<file path="config.mk">
export PLATFORM = sky130hd
export DESIGN_NAME = block_reservation_lock_table_top
export DESIGN_NICKNAME = d
export VERILOG_FILES = /design/src/rtl/brlt_pkg.sv /design/src/rtl/brlt_ram.sv /design/src/rtl/brlt_update.sv /design/src/rtl/block_reservation_lock_table_top.sv
export SDC_FILE = /design/constraint.sdc
export NUM_CORES = 2
export LEC_CHECK = 0
export BUFFER_PORTS_ARGS = -buffer_cell sky130_fd_sc_hd__buf_4
export CAP_MARGIN = 20
export CORE_MARGIN = 2
export CORE_UTILIZATION = 50
export DETAILED_ROUTE_END_ITERATION = 10
export PLACE_DENSITY = 0.7
export SYNTH_ARGS = -nofsm -noshare
export SYNTH_HDL_FRONTEND = slang
export SYNTH_SLANG_ARGS = --single-unit
</file>
<file path="constraint.sdc">
create_clock -name i_clk -period 9.55 [get_ports i_clk]
set_input_delay 0.4775 -clock i_clk [delete_from_list [all_inputs] [get_ports i_clk]]
set_output_delay 0.4775 -clock i_clk [all_outputs]
set_load 0.005 [all_outputs]
</file>
<file path="src/rtl/brlt_pkg.sv">
// Shared types and codes for the block reservation lock table.
// No dependencies; imported by brlt_update, the top level and the testbench.
`default_nettype none

package brlt_pkg;

    // Command codes carried on the input word
    typedef enum logic [1:0] {
        CMD_REGISTER = 2'd0,
        CMD_FORCE    = 2'd1,
        CMD_RESERVE  = 2'd2,
        CMD_RELEASE  = 2'd3
    } t_cmd;

    // Top-level control: clearing sweep after reset, then normal service
    typedef enum logic {
        ST_CLEAR = 1'b0,
        ST_RUN   = 1'b1
    } t_state;

    // Result flags and write strobes from the update logic
    typedef struct packed {
        logic granted;
        logic known;
        logic changed;
        logic red;
        logic wr_map;
        logic wr_ent;
    } t_upd_flags;

endpackage

`default_nettype wire

</file>
<file path="src/rtl/brlt_ram.sv">
// Generic single-write, single-read synchronous RAM, registered read.
// No dependencies.
`default_nettype none

module brlt_ram #(
    parameter int WIDTH = 8,
    parameter int DEPTH = 256
) (
    input  logic                     i_clk,
    input  logic                     i_we,
    input  logic [$clog2(DEPTH)-1:0] i_waddr,
    input  logic [WIDTH-1:0]         i_wdata,
    input  logic                     i_re,
    input  logic [$clog2(DEPTH)-1:0] i_raddr,
    output logic [WIDTH-1:0]         o_rdata
);

    logic [WIDTH-1:0] r_mem [DEPTH];
    logic [WIDTH-1:0] r_rdata;

    always_ff @(posedge i_clk) begin
        if (i_we) begin
            r_mem[i_waddr] <= i_wdata;
        end
        // read returns the old contents on a same-address write
        if (i_re) begin
            r_rdata <= r_mem[i_raddr];
        end
    end

    assign o_rdata = r_rdata;

endmodule

`default_nettype wire

</file>
<file path="src/rtl/brlt_update.sv">
// Modify step of the lock table read-modify-write: new entry and result flags.
// Depends on brlt_pkg.
`default_nettype none

module brlt_update #(
    parameter int OWNER_BITS = 8
) (
    input  brlt_pkg::t_cmd       i_cmd,
    input  logic                 i_in_range,
    input  logic                 i_map,
    input  logic                 i_occ,
    input  logic [OWNER_BITS-1:0] i_own,
    input  logic                 i_flag,
    input  logic [OWNER_BITS-1:0] i_req,
    output brlt_pkg::t_upd_flags o_flags,
    output logic                 o_occ,
    output logic [OWNER_BITS-1:0] o_own
);
    import brlt_pkg::*;

    logic                  w_known;
    logic                  w_occ;
    logic [OWNER_BITS-1:0] w_own;
    logic                  w_changed;
    logic                  w_granted;

    assign w_known = i_in_range & i_map;

    always_comb begin
        w_occ     = i_occ;
        w_own     = i_own;
        w_changed = 1'b0;
        w_granted = 1'b0;
        unique case (i_cmd)
            CMD_REGISTER: begin
                w_occ = 1'b0;
                w_own = '0;
            end
            CMD_FORCE: begin
                w_occ     = i_flag;
                w_own     = i_req;
                w_changed = 1'b1;
            end
            CMD_RESERVE: begin
                if (!i_occ || (i_own == i_req)) begin
                    w_occ     = 1'b1;
                    w_own     = i_req;
                    w_changed = 1'b1;
                    w_granted = 1'b1;
                end
            end
            CMD_RELEASE: begin
                if (i_own == i_req) begin
                    w_occ     = 1'b0;
                    w_own     = '0;
                    w_changed = 1'b1;
                end
            end
            default: begin
                w_occ = i_occ;
            end
        endcase
    end

    always_comb begin
        o_flags       = '0;
        o_flags.known = w_known;
        o_occ         = w_occ;
        o_own         = w_own;
        if (i_cmd == CMD_REGISTER) begin
            // register: entry becomes free, nothing reported besides known
            o_flags.wr_map = i_in_range;
            o_flags.wr_ent = i_in_range;
        end else if (!w_known) begin
            // unknown block: reserve always granted, nothing stored
            o_flags.granted = (i_cmd == CMD_RESERVE);
        end else begin
            o_flags.granted = w_granted;
            o_flags.changed = w_changed;
            o_flags.red     = w_occ;
            o_flags.wr_ent  = w_changed;
        end
    end

endmodule

`default_nettype wire

</file>
<file path="src/rtl/block_reservation_lock_table_top.sv">
// Top level of the block reservation lock table: handshake, RMW pipeline,
// forwarding and post-reset clearing sweep. Depends on brlt_pkg, brlt_ram, brlt_update.
`default_nettype none

//  channel  | direction | handshake                  | word
//  ---------+-----------+----------------------------+-------------------------------------
//  command  | in        | i_in_valid / o_in_ready    | cmd, block_index, occupy_flag,
//           |           |                            | requester_id
//  result   | out       | o_out_valid / i_out_ready  | granted, block_known, signal_changed,
//           |           |                            | signal_red, owner_now
//
//  One command word per cycle sustained while the result channel does not stall: the
//  table read is issued at accept, the modify and write-back happen in stage 1 once
//  the result register can take the item, and the result word lands in an output
//  register; the RAM read is registered. After reset every entry of the registered
//  map is swept to zero; the command channel is not ready during the sweep. A stalled
//  result register holds the pipeline stage behind it, and that stage holds o_in_ready low.

module block_reservation_lock_table_top #(
    parameter int BLOCK_COUNT = 256,
    parameter int OWNER_BITS  = 8
) (
    input  logic       i_clk,
    input  logic       i_rst_n,
    input  logic       i_in_valid,
    output logic       o_in_ready,
    input  logic [1:0] i_cmd,
    input  logic [7:0] i_block_index,
    input  logic       i_occupy_flag,
    input  logic [7:0] i_requester_id,
    output logic       o_out_valid,
    input  logic       i_out_ready,
    output logic       o_granted,
    output logic       o_block_known,
    output logic       o_signal_changed,
    output logic       o_signal_red,
    output logic [7:0] o_owner_now
);
    import brlt_pkg::*;

    localparam int ADDR_W = $clog2(BLOCK_COUNT);
    localparam int ENT_W  = OWNER_BITS + 1;

    // control
    t_state              r_state, n_state;
    logic [ADDR_W-1:0]   r_clr_addr;
    logic                w_clr_last;

    // stage 1: item whose table read is in flight / returned
    logic                  r_s1_valid;
    t_cmd                  r_s1_cmd;
    logic [ADDR_W-1:0]     r_s1_addr;
    logic                  r_s1_in_range;
    logic                  r_s1_flag;
    logic [OWNER_BITS-1:0] r_s1_req;

    // forwarding of the latest write per memory
    logic                r_fwdm_vld;
    logic [ADDR_W-1:0]   r_fwdm_addr;
    logic                r_fwde_vld;
    logic [ADDR_W-1:0]   r_fwde_addr;
    logic [ENT_W-1:0]    r_fwde_data;

    // result register
    logic       r_out_valid;
    logic       r_out_granted;
    logic       r_out_known;
    logic       r_out_changed;
    logic       r_out_red;
    logic [7:0] r_out_owner;

    logic                  w_accept;
    logic                  w_s1_adv;
    logic [ADDR_W-1:0]     w_in_addr;
    logic                  w_in_range;
    logic                  w_map_rdata;
    logic [ENT_W-1:0]      w_ent_rdata;
    logic                  w_map;
    logic [ENT_W-1:0]      w_ent;
    t_upd_flags            w_flags;
    logic                  w_new_occ;
    logic [OWNER_BITS-1:0] w_new_own;
    logic                  w_map_we;
    logic [ADDR_W-1:0]     w_map_waddr;
    logic                  w_map_wdata;
    logic                  w_ent_we;

    // input decode
    assign w_in_addr  = ADDR_W'(i_block_index);
    assign w_in_range = (32'(i_block_index) < BLOCK_COUNT);

    // handshake
    assign w_s1_adv   = r_s1_valid && (!r_out_valid || i_out_ready);
    assign o_in_ready = (r_state == ST_RUN) && (!r_s1_valid || w_s1_adv);
    assign w_accept   = i_in_valid && o_in_ready;

    // clearing sweep FSM
    assign w_clr_last = (r_clr_addr == ADDR_W'(BLOCK_COUNT - 1));

    always_ff @(posedge i_clk) begin
        if (!i_rst_n) begin
            r_state    <= ST_CLEAR;
            r_clr_addr <= '0;
        end else begin
            r_state <= n_state;
            if (r_state == ST_CLEAR) begin
                r_clr_addr <= r_clr_addr + 1'b1;
            end
        end
    end

    always_comb begin
        n_state = r_state;
        unique case (r_state)
            ST_CLEAR: begin
                if (w_clr_last) begin
                    n_state = ST_RUN;
                end
            end
            ST_RUN: begin
                n_state = ST_RUN;
            end
            default: begin
                n_state = ST_CLEAR;
            end
        endcase
    end

    // table memories: registered map (swept after reset) and occupancy/owner
    assign w_map_we    = (r_state == ST_CLEAR) || (w_s1_adv && w_flags.wr_map);
    assign w_map_waddr = (r_state == ST_CLEAR) ? r_clr_addr : r_s1_addr;
    assign w_map_wdata = (r_state != ST_CLEAR);
    assign w_ent_we    = w_s1_adv && w_flags.wr_ent;

    brlt_ram #(
        .WIDTH (1),
        .DEPTH (BLOCK_COUNT)
    ) u_map_ram (
        .i_clk   (i_clk),
        .i_we    (w_map_we),
        .i_waddr (w_map_waddr),
        .i_wdata (w_map_wdata),
        .i_re    (w_accept),
        .i_raddr (w_in_addr),
        .o_rdata (w_map_rdata)
    );

    brlt_ram #(
        .WIDTH (ENT_W),
        .DEPTH (BLOCK_COUNT)
    ) u_ent_ram (
        .i_clk   (i_clk),
        .i_we    (w_ent_we),
        .i_waddr (r_s1_addr),
        .i_wdata ({w_new_occ, w_new_own}),
        .i_re    (w_accept),
        .i_raddr (w_in_addr),
        .o_rdata (w_ent_rdata)
    );

    // stage 1 register
    always_ff @(posedge i_clk) begin
        if (!i_rst_n) begin
            r_s1_valid <= 1'b0;
        end else if (w_accept) begin
            r_s1_valid <= 1'b1;
        end else if (w_s1_adv) begin
            r_s1_valid <= 1'b0;
        end
    end

    always_ff @(posedge i_clk) begin
        if (w_accept) begin
            r_s1_cmd      <= t_cmd'(i_cmd);
            r_s1_addr     <= w_in_addr;
            r_s1_in_range <= w_in_range;
            r_s1_flag     <= i_occupy_flag;
            r_s1_req      <= OWNER_BITS'(i_requester_id);
        end
    end

    // forwarding: the previous item's write lands on the same edge as this
    // item's read, which returns the old contents
    always_ff @(posedge i_clk) begin
        if (!i_rst_n) begin
            r_fwdm_vld <= 1'b0;
            r_fwde_vld <= 1'b0;
        end else begin
            if (w_s1_adv && w_flags.wr_map) begin
                r_fwdm_vld <= 1'b1;
            end
            if (w_ent_we) begin
                r_fwde_vld <= 1'b1;
            end
        end
    end

    always_ff @(posedge i_clk) begin
        if (w_s1_adv && w_flags.wr_map) begin
            r_fwdm_addr <= r_s1_addr;
        end
        if (w_ent_we) begin
            r_fwde_addr <= r_s1_addr;
            r_fwde_data <= {w_new_occ, w_new_own};
        end
    end

    // map writes in service are always "registered"
    assign w_map = w_map_rdata | (r_fwdm_vld && (r_fwdm_addr == r_s1_addr));
    assign w_ent = (r_fwde_vld && (r_fwde_addr == r_s1_addr)) ? r_fwde_data : w_ent_rdata;

    brlt_update #(
        .OWNER_BITS (OWNER_BITS)
    ) u_update (
        .i_cmd      (r_s1_cmd),
        .i_in_range (r_s1_in_range),
        .i_map      (w_map),
        .i_occ      (w_ent[ENT_W-1]),
        .i_own      (w_ent[OWNER_BITS-1:0]),
        .i_flag     (r_s1_flag),
        .i_req      (r_s1_req),
        .o_flags    (w_flags),
        .o_occ      (w_new_occ),
        .o_own      (w_new_own)
    );

    // result register
    always_ff @(posedge i_clk) begin
        if (!i_rst_n) begin
            r_out_valid <= 1'b0;
        end else if (w_s1_adv) begin
            r_out_valid <= 1'b1;
        end else if (i_out_ready) begin
            r_out_valid <= 1'b0;
        end
    end

    always_ff @(posedge i_clk) begin
        if (w_s1_adv) begin
            r_out_granted <= w_flags.granted;
            r_out_known   <= w_flags.known;
            r_out_changed <= w_flags.changed;
            r_out_red     <= w_flags.red;
            // owner reported only for a known block after a non-register command
            r_out_owner   <= (w_flags.known && (r_s1_cmd != CMD_REGISTER))
                             ? 8'(w_new_own) : 8'd0;
        end
    end

    assign o_out_valid      = r_out_valid;
    assign o_granted        = r_out_granted;
    assign o_block_known    = r_out_known;
    assign o_signal_changed = r_out_changed;
    assign o_signal_red     = r_out_red;
    assign o_owner_now      = r_out_owner;

endmodule

`default_nettype wire

</file>
==> impl_results.md <==
* Status: finished clean
* Total CTS buffers at 280
* Die Y at ~460 um
* Crit-path cells: xnor2_1, nand3_1, nor4_2, buf_4, mux2_4, o211ai_4, o211ai_4, buf_12, buf_12, nor4_2
* Worst Path Required at between 10000 and 15000 ps
* Worst Setup Start Kind: register
* GRT Overall Usage at 0.236
* Critical Path AT at around 5900 ps
* Worst-case clock buffer depth at 4
* Die area at between 200000 and 250000 um2
* Fill cell count at around 15000
* Final hold violations at 0
* # port buffers at 36
* GP Congestion at 0.822
* Worst Hold Class: primary input to register
* Worst rel slew slack at 0.164
* Total congestion overflow at 0
* #FFs+latches synth at 2639
* Max IR drop VDD at 0.206 mV
* Core Rows at approximately 170
* WS Path Type: register to register
* CP max FO at ~130
* Post-CTS Setup Bufs at 0
* DR DRC count at 0
* Most common cell after layout, fill and taps aside: edfxtp_1
* Initial Utilization at 0.502
* Yosys cell types at 47
* Clk slew on worst S/H paths at about 60 ps
* Htree depth at 5
* FMAX at 185 MHz
* Syn Area/Cell at 20.7 um2
* Main synth FF type: edfxtp_1
* RSZ-0062 raised after global routing: false
* Vias in the first global route at around 52000
* Clock skew at between 50 and 60 ps
* Slowest stage delay, CP at 1030 ps
* CTS sink cnt at between 2000 and 3000
* Register area share after synthesis at 0.771
* Post-Route WL at 250000 um
* Layout net count at 5262
* Initial antenna violation count at 2
* Die W at roughly 460 um
* CTS tree: yes
* Worst path buffer plus inverter count at 3
* Fraction of layout cells with a size suffix above 1 at 0.271
* Vias per std cell at approximately 6.5
* Synthesized area at just over 100000 um2
* Largest net degree at the start of global routing at approximately 210
* DR WL/cell at between 30 and 40 um
* Post-layout util at 0.571
* Detail Route Antenna Nets at 0
* DP Area at roughly 110000 um2
* Via count at 52800
* Max cap viols at 0
* Crit path capture type: register
* Crit share post-route at 0.567
* Final min period at 5420 ps
* Core area at 204000 um2
* First-pass GRT wire length at roughly 360000 um
* Final Max Tran Viols at 0
* Pleak at between 30 and 40 nW
* Post-DP HPWL at 136000 um
* Most frequent cells in the layout: edfxtp_1, mux4_2, a22oi_1
* Worst-margin pin slew at between 1000 and 1500 ps
* EDFF count, synth at approximately 2600
* Synth Warn # at 0
* Syn Nets at approximately 5000
* PwrDens at approximately 200 nW/um2
* Final instance area at between 100000 and 150000 um2
* Async set or reset register ratio after synthesis at 0
* Later-pin clock latency in the skew report at approximately 920 ps
* Crit path max-delay cell type: nor4_2
* PostCTS Resize Cnt at 0
* Area grow syn2layout at 13.7%
* DR pass1 iterations at 5
* I/O pins at 37
* 1st-iter DRT viols at around 7200
* Top Family by Delay on Critical Path: simple AND/OR/NAND/NOR gates
* Post-Synthesis Cells at 4949
* CTS Root Cell: clkbuf_16
* # setup viols final at 0
per-layer routing:
metal	vias to the layer above	track usage	wire length [um]	part of all wire
li1	21400	-	-	-
met1	27800	0.336	96900	0.39
met2	3061	0.374	121000	0.48
met3	465	0.0453	23900	0.096
met4	0	0.0758	7880	0.032
met5	-	0	0	0
what timing repair did:
| action | in CTS | in global routing |
|---|---|---|
| hold buffers | 20 | 0 |
| hold endpoints to repair | 30 | 0 |
| setup endpoints to repair | 0 | 0 |
Yosys cell counts (all sizes together) (8+ instances only):
library cell,count,share of area
a22oi,320,0.023
nand2b,8,0.00049
inv,8,0.00029
and2,12,0.00073
xnor2,28,0.0024
clkbuf,243,0.0089
a31o,9,0.00077
nand2,57,0.0021
buf,120,0.0058
mux4,640,0.14
mux2i,10,0.00098
dfxtp,13,0.0025
nor3,184,0.0090
o41ai,40,0.0034
nor2b,16,0.00098
nor4,82,0.0050
xor2,8,0.00068
a21oi,163,0.0079
o21ai,11,0.00054
edfxtp,2626,0.77
nor2,269,0.0098
nand4,20,0.0012
nand3,17,0.00083
cell families (layout without fill, tap and decap cells):
family                   count (synthesis)  count (layout)  share of synthesized area
AND/OR/NAND/NOR                        681             681                     0.0312
flip-flops                            2639            2639                      0.771
buffers and inverters                  371             851                     0.0149
adder cells (fa/ha/maj)                  1               1                   0.000122
multiplexers                           651             651                      0.142
AO/OA/AOI/OAI                          570             570                     0.0384
other                                    0               1                          0
XOR/XNOR                                36              36                    0.00307
worst paths after layout:
check / from / end / slack [ps] / cells past startpoint
max reg2reg: r_s1_addr[5] / u_ent_ram.r_mem[232][4] / 4130 / 10
min: i_occupy_flag / r_s1_flag / 300 / 2
max: r_s1_addr[5] / u_ent_ram.r_mem[232][4] / 4130 / 10
min reg2reg: r_fwde_vld / r_fwde_vld / 510 / 2
flip-flops by register name, summed over array words and instances, names as in the netlist, 2 cells and up:
register,cells
u_ent_ram.r_mem,2304
u_map_ram.r_mem,256
r_fwde_data,9
u_ent_ram.o_rdata,9
o_owner_now,8
r_clr_addr,8
r_fwde_addr,8
r_fwdm_addr,8
r_s1_addr,8
r_s1_req,8
r_s1_cmd,2
power by group:
part / internal (mW) / total [mW] / switching (mW)
Clock: 5.93 / 10.2 / 4.25
Combinational: 0.317 / 0.748 / 0.430
Sequential: 12.5 / 12.5 / 0.00209
layout make-up:
class	count	area [um2]	area share
Sequential cell	2639	79100	0.678
Timing Repair Buffer	370	3060	0.0262
Clock buffer	358	7470	0.0640
Tap cell	2688	3360	0.0288
Multi-Input combinational cell	1939	22700	0.195
Inverter	8	30.0	0.000257
Clock inverter	115	951	0.00815
Antenna cell	1	2.50	0.0000214
stage by stage:
| stage | std cells | hold WS, ps | power (mW) | worst slack, ps | TNS [ps] |
|---|---|---|---|---|---|
| 2_1_floorplan | 4949 | 441 | 13.3 | -660 | -1187400 |
| 3_3_place_gp | 7549 | 459 | 13.5 | 4330 | 0 |
| 3_5_place_dp | 7565 | 501 | 13.5 | 4290 | 0 |
| 4_1_cts | 8058 | 245 | 23.6 | 4200 | 0 |
| 5_1_grt | 8117 | 289 | 24.0 | 3990 | 0 |
| 6_report | 8118 | 303 | 23.5 | 4130 | 0 |
Note: power is estimated with default switching activity, not from simulation.
